**src/rtl/tpm_pkg.sv**
```systemverilog
// ----------------------------------------------------------------------------
// tpm_pkg: shared types and constants of the tone and PCM mixer
// Command codes, register indexes, gain ramp coefficients, fixed-point
// constants of the sine table, and small arithmetic helpers.
// ----------------------------------------------------------------------------
`timescale 1ns / 1ps

package tpm_pkg;

	// Command codes carried in tuser.
	localparam logic [1:0] CMD_TICK  = 2'd0;
	localparam logic [1:0] CMD_START = 2'd1;
	localparam logic [1:0] CMD_STOP  = 2'd2;

	// Configuration register indexes.
	localparam int CFG_IDX_W = 2;
	localparam logic [CFG_IDX_W-1:0] REG_TONE_VOL = 2'd0;
	localparam logic [CFG_IDX_W-1:0] REG_PCM_VOL  = 2'd1;
	localparam logic [CFG_IDX_W-1:0] REG_STEREO   = 2'd2;

	localparam int TGT_W  = 16;
	localparam int GAIN_W = 32;
	localparam int SMP_W  = 16;
	localparam int STEP_W = 23;
	localparam int CNT_SMP_W = 24;

	localparam logic [TGT_W-1:0] TONE_TGT_RST = 16'd1638;
	localparam logic [TGT_W-1:0] PCM_TGT_RST  = 16'd6554;

	// Ramp coefficients, Q0.24: about 0.005 and 0.0001.
	localparam int COEF_W = 17;
	localparam logic [COEF_W-1:0] TONE_COEF = 17'd83886;
	localparam logic [COEF_W-1:0] PCM_COEF  = 17'd1678;

	// Shift-add multiplier lanes: one multiplier bit per cycle.
	localparam int MUL_STEPS = COEF_W;
	localparam int CNT_W     = $clog2(MUL_STEPS);
	localparam int ACC_W     = GAIN_W + COEF_W;
	localparam int NUM_LANES = 3;

	// Angle constants of the sine table, Q2.30.
	localparam longint unsigned PI_Q30      = 64'd3373259426;
	localparam longint unsigned HALF_PI_Q30 = 64'd1686629713;

	localparam int SUM_OUT_W = 20;

	typedef enum logic [2:0] {
		ST_IDLE,
		ST_RAMP,
		ST_GAIN,
		ST_SCALE,
		ST_FINISH
	} state_t;

	function automatic logic [SMP_W-1:0] mag16(input logic signed [SMP_W-1:0] v);
		return v[SMP_W-1] ? SMP_W'(-v) : SMP_W'(v);
	endfunction

	// Applies the sign to an 18-bit magnitude, giving a 20-bit signed term.
	function automatic logic signed [SUM_OUT_W-1:0] signed_term(input logic neg,
			input logic [17:0] m);
		logic signed [SUM_OUT_W-1:0] t;
		t = $signed({2'b00, m});
		return neg ? -t : t;
	endfunction

	function automatic logic signed [SMP_W-1:0] sat16(input logic signed [SUM_OUT_W-1:0] v);
		if (v > SUM_OUT_W'(32767)) begin
			return 16'sh7FFF;
		end else if (v < -SUM_OUT_W'(32768)) begin
			return 16'sh8000;
		end
		return SMP_W'(v);
	endfunction

endpackage

```
**src/rtl/tone_and_pcm_mixer.sv**
```systemverilog
// ----------------------------------------------------------------------------
// tone_and_pcm_mixer: table-sine tone generator with smoothed gains and PCM mix
// A tick runs two passes of the bit-serial multiplier lanes, a gain update
// between them and a finish step; the input reopens only once the finish step
// is done, so a tick is not taken while another is in progress, and a held
// result stalls the finish step. Start, stop and unused commands leave the block idle.
// Reset clears tone state and sets the gains to the target reset values.
// ----------------------------------------------------------------------------
`timescale 1ns / 1ps

module tone_and_pcm_mixer #(
	parameter int TABLE_ENTRIES = 256
) (
	input  logic                           clk,
	input  logic                           arst_n,
	// Configuration write channel.
	input  logic                           cfg_valid,
	output logic                           cfg_ready,
	input  logic [tpm_pkg::CFG_IDX_W-1:0]  cfg_index,
	input  logic [tpm_pkg::TGT_W-1:0]      cfg_data,
	// Input stream.
	input  logic                           s_tvalid,
	output logic                           s_tready,
	// tone_step [22:0], tone_samples [46:23], pcm_left [62:47],
	// pcm_right [78:63], zero [79]
	input  logic [79:0]                    s_tdata,
	// command [1:0], pcm_valid [2]
	input  logic [2:0]                     s_tuser,
	// Output stream.
	output logic                           m_tvalid,
	input  logic                           m_tready,
	// left_out [15:0], right_out [31:16], tone_busy [32], zero [39:33]
	output logic [39:0]                    m_tdata
);
	import tpm_pkg::*;

	localparam int IDX_W  = $clog2(TABLE_ENTRIES);
	localparam int PH_W   = IDX_W + 16;
	localparam int SUM_W  = ((PH_W > STEP_W) ? PH_W : STEP_W) + 1;
	localparam int RC_W   = $clog2(SUM_W + 1);
	localparam int SPAN_I = TABLE_ENTRIES * 65536;
	localparam logic [PH_W:0] SPAN = (PH_W+1)'(SPAN_I);

	// Sine table, worked out at elaboration with a Taylor series on the
	// angle folded into the first quadrant.
	logic signed [SMP_W-1:0] sine_tab [TABLE_ENTRIES];

	for (genvar g = 0; g < TABLE_ENTRIES; g++) begin : g_sine
		localparam longint unsigned XA =
			(64'd2 * PI_Q30 * 64'(g)) / 64'(TABLE_ENTRIES);
		localparam bit NEG = (XA >= PI_Q30);
		localparam longint unsigned XB = NEG ? (XA - PI_Q30) : XA;
		localparam longint unsigned X  = (XB > HALF_PI_Q30) ? (PI_Q30 - XB) : XB;
		localparam longint unsigned X2 = (X * X) >> 30;
		localparam longint unsigned T1 = ((X * X2) >> 30) / 64'd6;
		localparam longint unsigned T2 = ((T1 * X2) >> 30) / 64'd20;
		localparam longint unsigned T3 = ((T2 * X2) >> 30) / 64'd42;
		localparam longint unsigned T4 = ((T3 * X2) >> 30) / 64'd72;
		localparam longint unsigned T5 = ((T4 * X2) >> 30) / 64'd110;
		localparam longint unsigned T6 = ((T5 * X2) >> 30) / 64'd156;
		localparam longint unsigned T7 = ((T6 * X2) >> 30) / 64'd210;
		localparam longint SUM = $signed(X) - $signed(T1) + $signed(T2) - $signed(T3)
			+ $signed(T4) - $signed(T5) + $signed(T6) - $signed(T7);
		localparam longint unsigned POS = (SUM < 0) ? 64'd0 : $unsigned(SUM);
		localparam longint unsigned V0 = (POS * 64'd32767) >> 30;
		localparam longint unsigned V  = (V0 > 64'd32767) ? 64'd32767 : V0;
		assign sine_tab[g] = NEG ? -$signed(SMP_W'(V)) : $signed(SMP_W'(V));
	end

	// Control state.
	state_t                 state_q, state_d;
	logic [CNT_W-1:0]       cnt_q;
	logic [RC_W-1:0]        red_cnt_q;
	logic                   tone_on_q;
	logic [PH_W-1:0]        phase_acc_q;
	logic [STEP_W-1:0]      phase_inc_q;
	logic [CNT_SMP_W-1:0]   samples_q;
	logic [GAIN_W-1:0]      tone_gain_q, pcm_gain_q;
	logic [TGT_W-1:0]       tone_tgt_q, pcm_tgt_q;
	logic                   stereo_q;
	logic                   m_tvalid_q;

	// Payload registers.
	logic [ACC_W-1:0]       acc_q    [NUM_LANES];
	logic [GAIN_W-1:0]      mcand_q  [NUM_LANES];
	logic [COEF_W-1:0]      mplier_q [NUM_LANES];
	logic                   neg_q    [NUM_LANES];
	logic                   tone_up_q, pcm_up_q;
	logic signed [SMP_W-1:0] sine_q, pcm_left_q, pcm_right_q;
	logic                   pcm_valid_q;
	logic [SUM_W-1:0]       red_sum_q;
	logic [PH_W-1:0]        rem_q;
	logic [39:0]            m_tdata_q;

	// Handshake and sequencing controls.
	logic in_acc, slot_free, red_done, lanes_run, gain_upd, finish;
	logic [1:0] cmd;

	assign in_acc    = s_tvalid && s_tready;
	assign cmd       = s_tuser[1:0];
	assign slot_free = !m_tvalid_q || m_tready;
	assign red_done  = (red_cnt_q == '0);

	always_comb begin
		state_d = state_q;
		case (state_q)
			ST_IDLE: begin
				if (in_acc && cmd == CMD_TICK) begin
					state_d = ST_RAMP;
				end
			end
			ST_RAMP: begin
				if (cnt_q == '0) begin
					state_d = ST_GAIN;
				end
			end
			ST_GAIN: begin
				state_d = ST_SCALE;
			end
			ST_SCALE: begin
				if (cnt_q == '0) begin
					state_d = ST_FINISH;
				end
			end
			ST_FINISH: begin
				if (slot_free && red_done) begin
					state_d = ST_IDLE;
				end
			end
			default: begin
				state_d = ST_IDLE;
			end
		endcase
	end

	always_comb begin
		s_tready  = 1'b0;
		lanes_run = 1'b0;
		gain_upd  = 1'b0;
		finish    = 1'b0;
		case (state_q)
			ST_IDLE: begin
				s_tready = 1'b1;
			end
			ST_RAMP, ST_SCALE: begin
				lanes_run = 1'b1;
			end
			ST_GAIN: begin
				gain_upd = 1'b1;
			end
			ST_FINISH: begin
				finish = slot_free && red_done;
			end
			default: begin
				s_tready = 1'b0;
			end
		endcase
	end

	assign cfg_ready = 1'b1;
	assign m_tvalid  = m_tvalid_q;
	assign m_tdata   = m_tdata_q;

	// Request fields.
	logic [STEP_W-1:0]       in_step;
	logic [CNT_SMP_W-1:0]    in_samples;
	logic signed [SMP_W-1:0] in_left, in_right;

	assign in_step    = s_tdata[22:0];
	assign in_samples = s_tdata[46:23];
	assign in_left    = $signed(s_tdata[62:47]);
	assign in_right   = $signed(s_tdata[78:63]);

	// Distance of each gain from its target.
	logic [GAIN_W-1:0] tone_target, pcm_target;
	logic              tone_up, pcm_up;
	logic [GAIN_W-1:0] tone_diff, pcm_diff;

	assign tone_target = {1'b0, tone_tgt_q, 15'b0};
	assign pcm_target  = {1'b0, pcm_tgt_q, 15'b0};
	assign tone_up     = (tone_target >= tone_gain_q);
	assign pcm_up      = (pcm_target >= pcm_gain_q);
	assign tone_diff   = tone_up ? (tone_target - tone_gain_q) : (tone_gain_q - tone_target);
	assign pcm_diff    = pcm_up ? (pcm_target - pcm_gain_q) : (pcm_gain_q - pcm_target);

	// Gains after the ramp step; lane 0 holds the tone product, lane 1 the PCM one.
	logic [GAIN_W-1:0] tone_delta, pcm_delta, tone_gain_new, pcm_gain_new;

	assign tone_delta    = GAIN_W'(acc_q[0][ACC_W-1:24]);
	assign pcm_delta     = GAIN_W'(acc_q[1][ACC_W-1:24]);
	assign tone_gain_new = tone_up_q ? (tone_gain_q + tone_delta) : (tone_gain_q - tone_delta);
	assign pcm_gain_new  = pcm_up_q ? (pcm_gain_q + pcm_delta) : (pcm_gain_q - pcm_delta);

	logic signed [SMP_W-1:0] right_src;
	assign right_src = stereo_q ? pcm_right_q : pcm_left_q;

	// Mix and saturate.
	logic signed [SUM_OUT_W-1:0] tone_term, left_term, right_term, left_sum, right_sum;
	logic [CNT_SMP_W-1:0]        samples_next;
	logic                        tone_on_next;

	assign tone_term  = tone_on_q ? signed_term(neg_q[0], acc_q[0][47:30]) : '0;
	assign left_term  = pcm_valid_q ? signed_term(neg_q[1], acc_q[1][47:30]) : '0;
	assign right_term = pcm_valid_q ? signed_term(neg_q[2], acc_q[2][47:30]) : '0;
	assign left_sum   = tone_term + left_term;
	assign right_sum  = tone_term + right_term;

	assign samples_next = (samples_q != '0) ? (samples_q - 1'b1) : samples_q;
	assign tone_on_next = tone_on_q && (samples_next != '0);

	// Phase reduction step: long-division remainder, one sum bit per cycle.
	logic [PH_W:0] red_trial;
	assign red_trial = {rem_q, red_sum_q[SUM_W-1]};

	always_ff @(posedge clk or negedge arst_n) begin
		if (!arst_n) begin
			state_q     <= ST_IDLE;
			cnt_q       <= '0;
			red_cnt_q   <= '0;
			tone_on_q   <= 1'b0;
			phase_acc_q <= '0;
			phase_inc_q <= '0;
			samples_q   <= '0;
			tone_tgt_q  <= TONE_TGT_RST;
			pcm_tgt_q   <= PCM_TGT_RST;
			stereo_q    <= 1'b0;
			tone_gain_q <= {1'b0, TONE_TGT_RST, 15'b0};
			pcm_gain_q  <= {1'b0, PCM_TGT_RST, 15'b0};
			m_tvalid_q  <= 1'b0;
		end else begin
			state_q <= state_d;

			if (cfg_valid && cfg_ready) begin
				case (cfg_index)
					REG_TONE_VOL: tone_tgt_q <= cfg_data;
					REG_PCM_VOL:  pcm_tgt_q  <= cfg_data;
					REG_STEREO:   stereo_q   <= cfg_data[0];
					default:      ;
				endcase
			end

			if (in_acc) begin
				case (cmd)
					CMD_START: begin
						if (in_samples != '0) begin
							phase_inc_q <= in_step;
							samples_q   <= in_samples;
							tone_on_q   <= 1'b1;
						end
					end
					CMD_STOP: begin
						tone_on_q <= 1'b0;
					end
					CMD_TICK: begin
						cnt_q     <= CNT_W'(MUL_STEPS - 1);
						red_cnt_q <= RC_W'(SUM_W);
					end
					default: ;
				endcase
			end else begin
				if (lanes_run) begin
					cnt_q <= cnt_q - 1'b1;
				end
				if (gain_upd) begin
					cnt_q       <= CNT_W'(MUL_STEPS - 1);
					tone_gain_q <= tone_gain_new;
					pcm_gain_q  <= pcm_gain_new;
				end
				if (!red_done) begin
					red_cnt_q <= red_cnt_q - 1'b1;
				end
			end

			if (finish) begin
				if (tone_on_q) begin
					phase_acc_q <= rem_q;
					samples_q   <= samples_next;
					tone_on_q   <= tone_on_next;
				end
				m_tvalid_q <= 1'b1;
			end else if (m_tready) begin
				m_tvalid_q <= 1'b0;
			end
		end
	end

	always_ff @(posedge clk) begin
		if (in_acc && cmd == CMD_TICK) begin
			pcm_valid_q <= s_tuser[2];
			pcm_left_q  <= in_left;
			pcm_right_q <= in_right;
			sine_q      <= sine_tab[phase_acc_q[PH_W-1:16]];
			tone_up_q   <= tone_up;
			pcm_up_q    <= pcm_up;
			red_sum_q   <= SUM_W'(phase_acc_q) + SUM_W'(phase_inc_q);
			rem_q       <= '0;
			for (int i = 0; i < NUM_LANES; i++) begin
				acc_q[i] <= '0;
				neg_q[i] <= 1'b0;
			end
			mcand_q[0]  <= tone_diff;
			mplier_q[0] <= TONE_COEF;
			mcand_q[1]  <= pcm_diff;
			mplier_q[1] <= PCM_COEF;
			mcand_q[2]  <= '0;
			mplier_q[2] <= '0;
		end else begin
			if (!red_done) begin
				rem_q     <= (red_trial >= SPAN) ? PH_W'(red_trial - SPAN) : PH_W'(red_trial);
				red_sum_q <= {red_sum_q[SUM_W-2:0], 1'b0};
			end
			if (gain_upd) begin
				for (int i = 0; i < NUM_LANES; i++) begin
					acc_q[i] <= '0;
				end
				mcand_q[0]  <= tone_gain_new;
				mplier_q[0] <= COEF_W'(mag16(sine_q));
				neg_q[0]    <= sine_q[SMP_W-1];
				mcand_q[1]  <= pcm_gain_new;
				mplier_q[1] <= COEF_W'(mag16(pcm_left_q));
				neg_q[1]    <= pcm_left_q[SMP_W-1];
				mcand_q[2]  <= pcm_gain_new;
				mplier_q[2] <= COEF_W'(mag16(right_src));
				neg_q[2]    <= right_src[SMP_W-1];
			end else if (lanes_run) begin
				// Shift-add, multiplier bits taken from the top down.
				for (int i = 0; i < NUM_LANES; i++) begin
					acc_q[i]    <= {acc_q[i][ACC_W-2:0], 1'b0}
						+ (mplier_q[i][COEF_W-1] ? ACC_W'(mcand_q[i]) : '0);
					mplier_q[i] <= {mplier_q[i][COEF_W-2:0], 1'b0};
				end
			end
		end

		if (finish) begin
			m_tdata_q <= {7'b0, tone_on_next, sat16(right_sum), sat16(left_sum)};
		end
	end

endmodule

```
**config.mk**
```make
export PLATFORM = sky130hd
export DESIGN_NAME = tone_and_pcm_mixer
export DESIGN_NICKNAME = d
export VERILOG_FILES = /design/src/rtl/tpm_pkg.sv /design/src/rtl/tone_and_pcm_mixer.sv
export SDC_FILE = /design/constraint.sdc
export NUM_CORES = 2
export LEC_CHECK = 0
export ABC_AREA = 1
export BUFFER_PORTS_ARGS = -buffer_cell sky130_fd_sc_hd__buf_4
export CAP_MARGIN = 20
export CELL_PAD_IN_SITES_DETAIL_PLACEMENT = 0
export CELL_PAD_IN_SITES_GLOBAL_PLACEMENT = 1
export CORE_UTILIZATION = 45
export DETAILED_ROUTE_END_ITERATION = 12
export PLACE_DENSITY = 0.9
export SLEW_MARGIN = 10
export SYNTH_ARGS = -nofsm -noshare
export SYNTH_HDL_FRONTEND = slang
export SYNTH_SLANG_ARGS = --single-unit
```
**constraint.sdc**
```tcl
create_clock -name clk -period 7.95 [get_ports clk]
set_input_delay 1.9875 -clock clk [delete_from_list [all_inputs] [get_ports clk]]
set_output_delay 1.9875 -clock clk [all_outputs]
set_load 0.005 [all_outputs]
```
==> reports/summary.txt <==
Outcome: finished clean
Vias after detailed routing: 50390
Min-Delay Path Class: reg2reg
Leakage: 0.02625 uW
Crit-path most repeated cell: inv_1
Seq/Total Area, Yosys: 33.85%
Routed WL: 178.2 mm
Flops & latches, synth: 612
Final Hold Viols: 0
Yosys Warn Count: 0
Post-Synth Adder-Cell Area: 8.198%
Total congestion overflow after global routing: 0
Clk pin slew, worst setup/hold paths: 0.06 ns
# rows: 123
Max Slew Vio Count: 0
Post-Synth XOR/XNOR Area: 2.918%
Via-per-instance ratio: 5.623
Ys async rst share: 29.90%
Max cap viols: 0
Core area: 112300 um^2
Clock root cell: clkbuf_16
Largest net degree at the start of global routing: 155
CP Cell Sequence: inv_1, ha_1, inv_1, nor2_1, inv_1, nor2_1, inv_2, o21ai_0, xor2_1, ha_1, a21oi_1, nand2_1, o21bai_1, a21oi_1, o21ai_0, or2_2, nand3_1, nand2_1
Syn Inst Count: 7360
Critical Path Max Stage Delay: 0.66 ns
Most frequent cells in the layout: nand2_1, inv_1, nor2_1
Fmax achieved: 217.1 MHz
Hold_sp: rem_q[23]
Worst skew pair latency: 0.66 ns
Post-CTS resize count: 0
Post-synth EDFFs: 405
Number of antenna-violating nets in the routed design: 0
RSZ-0062 raised after global routing: false
Worst r2r src: acc_q[0][31]
PortBufs: 139
Synth Flop Type: edfxtp_1
# IOs: 149
Mux contribution to synthesized area: 0.4860%
Crit path max fanout: 10
Tmin final: 4.605 ns
Synth Area in Simple Gates: 27.28%
Power Total: 24970 uW
Power per standard cell area: 446.5 nW/um^2
WP data required: 8.36 ns
H-tree levels: 3
Die X-Extent: 338.6 um
Layout cells sized above 1: 6.513%
DIE HEIGHT: 338.6 um
Commonest non-fill, non-tap cell in the layout: nand2_1
Worst Setup Start Kind: flop
Slew HR: 25.99%
Setup TNS Final: 0 ns
Clock Skews: 0.02645 ns
Peak VDD IR: 396.0 uV
Synth Area in Compound Gates: 18.00%
Area share of the largest cell type after synthesis: 23.86%
Critical path's slowest cell: edfxtp_1
DP HPWL: 138.1 mm
Ranking of synthesized cells by area: edfxtp_1, nand2_1, ha_1
DRC Markers: 0
Avg Inst Size Synth: 6.926 um^2
Crit. End Element: flop
Layout area overhead: 9.700%
Final core occ: 49.78%
Hold_ws: 0.4625 ns
# Post-CTS Setup Buffers: 0
Worst Tran Pin Value: 1.096 ns
Post-Place Cells: 8824
Initial Util: 45.37%
Clk buf depth: 3
CTS tree: built
Crit. Startpoint: acc_q[0][31]
Starting DRT DRC Count: 4992
Initial antenna violation count: 2
Die footprint: 114600 um^2
Final net count: 7836
Largest family of logic cells by synthesized area: simple AND/OR/NAND/NOR gates
GPL Wtd Cong: 0.9968
First-pass GRT wire length: 273.7 mm
Period utilisation layout: 57.93%
Total track usage: 30.37%
Critical path type: reg2reg
DR WL/cell: 19.88 um
Library cells used by synthesis: 75
# hold bufs at CTS: 0
CTS sink count: 612
DR pass1 iterations: 6
Post-Layout Cell Count: 8962
Worst EP arrival: 5.01 ns
Cell area after synthesis: 50980 um^2
Setup-failing EPs final: 0
Vias in the first global route: 47890
Antenna Cells: 0
Area leader, netlist: edfxtp_1
Total CTS buffers: 75
## state kept, by name, summed over array words and instances, names as in the netlist, 3 cells and up
register     count
acc_q          146
mcand_q         96
mplier_q        51
m_tdata         33
pcm_gain_q      32
tone_gain_q     32
red_sum_q       25
phase_acc_q     24
rem_q           24
samples_q       24
phase_inc_q     23
pcm_left_q      16
pcm_right_q     16
pcm_tgt_q       16
sine_q          16
tone_tgt_q      16
cnt_q            5
red_cnt_q        5
neg_q            3
state_q          3
## cells in the mapped netlist (8+ instances only)
cell	n
nand3_1	400
buf_2	50
a21o_1	44
a31oi_1	43
nand4_1	64
buf_1	22
o21ai_0	651
nand3b_1	21
a21boi_0	13
fa_1	10
edfxtp_1	405
nor3_1	148
a21oi_1	636
dfstp_2	26
a211oi_1	33
o21bai_1	43
mux2_2	22
o22ai_1	14
or2_2	26
xor2_1	133
inv_2	32
o21a_1	30
nor2_2	8
clkbuf_2	8
nor4_1	17
xnor2_1	35
dfxtp_1	24
nand2_1	1799
ha_1	318
o21ai_1	56
clkbuf_1	121
buf_4	17
o211ai_1	45
o221ai_1	13
inv_1	948
nand2_2	26
nor2_1	794
dfrtp_1	157
## cell families after synthesis
logic type | after synthesis
compound gates | 1670
other cells | 2
mux | 22
fa+ha+maj | 328
xor+xnor | 169
flops | 612
simple gates | 3346
buf+inv | 1211
## critical path: cells and delay by family, from the launching register on
kind,cells,cell delay [ns]
compound gates,5,1.28
xor+xnor,1,0.27
fa+ha+maj,2,0.54
buf+inv,4,0.51
flops,1,0.66
simple gates,6,1.07
## power by group
group	internal [uW]	leakage, uW	switching (uW)
sequential	5400	0.00637	1080
clock	2160	0.00125	1490
combinational	4600	0.0186	10200
## per-stage QoR
stage               area, um^2  setup WS [ns]
floorplan                51000         0.2670
global placement         53300          3.116
detailed placement       53310          3.112
CTS                      55890          3.382
global route             55920          2.913
finish                   55920          3.345
## metal layers
metal / wire length [um] / GRT usage, % / vias up
li1: - / - / 24640
met1: 77380 / 41.06 / 23480
met2: 80620 / 49.15 / 1887
met3: 12280 / 3.623 / 379
met4: 7908 / 12.58 / 2
met5: 13 / 0 / -
## final timing paths
path                                  end  slack [ns]  cells after the start
min reg2reg                     rem_q[23]        0.46                      2
max                        mcand_q[0][17]        3.34                     18
max in group asynchronous   pcm_gain_q[4]        5.28                      2
min in group asynchronous    samples_q[8]        1.31                      1
min                             rem_q[23]        0.46                      2
max reg2reg                mcand_q[0][17]        3.34                     18
## area by class of cell
cell class / count / area [um^2]
Inverter: 989 / 3720
Timing Repair Buffer: 181 / 1418
Clock inverter: 38 / 491.7
Tap cell: 1500 / 1877
Multi-Input combinational cell: 5543 / 29070
Sequential cell: 612 / 17260
Clock buffer: 99 / 2091
Fill cell: 11440 / 56420
(Power assumes the default switching activity.)
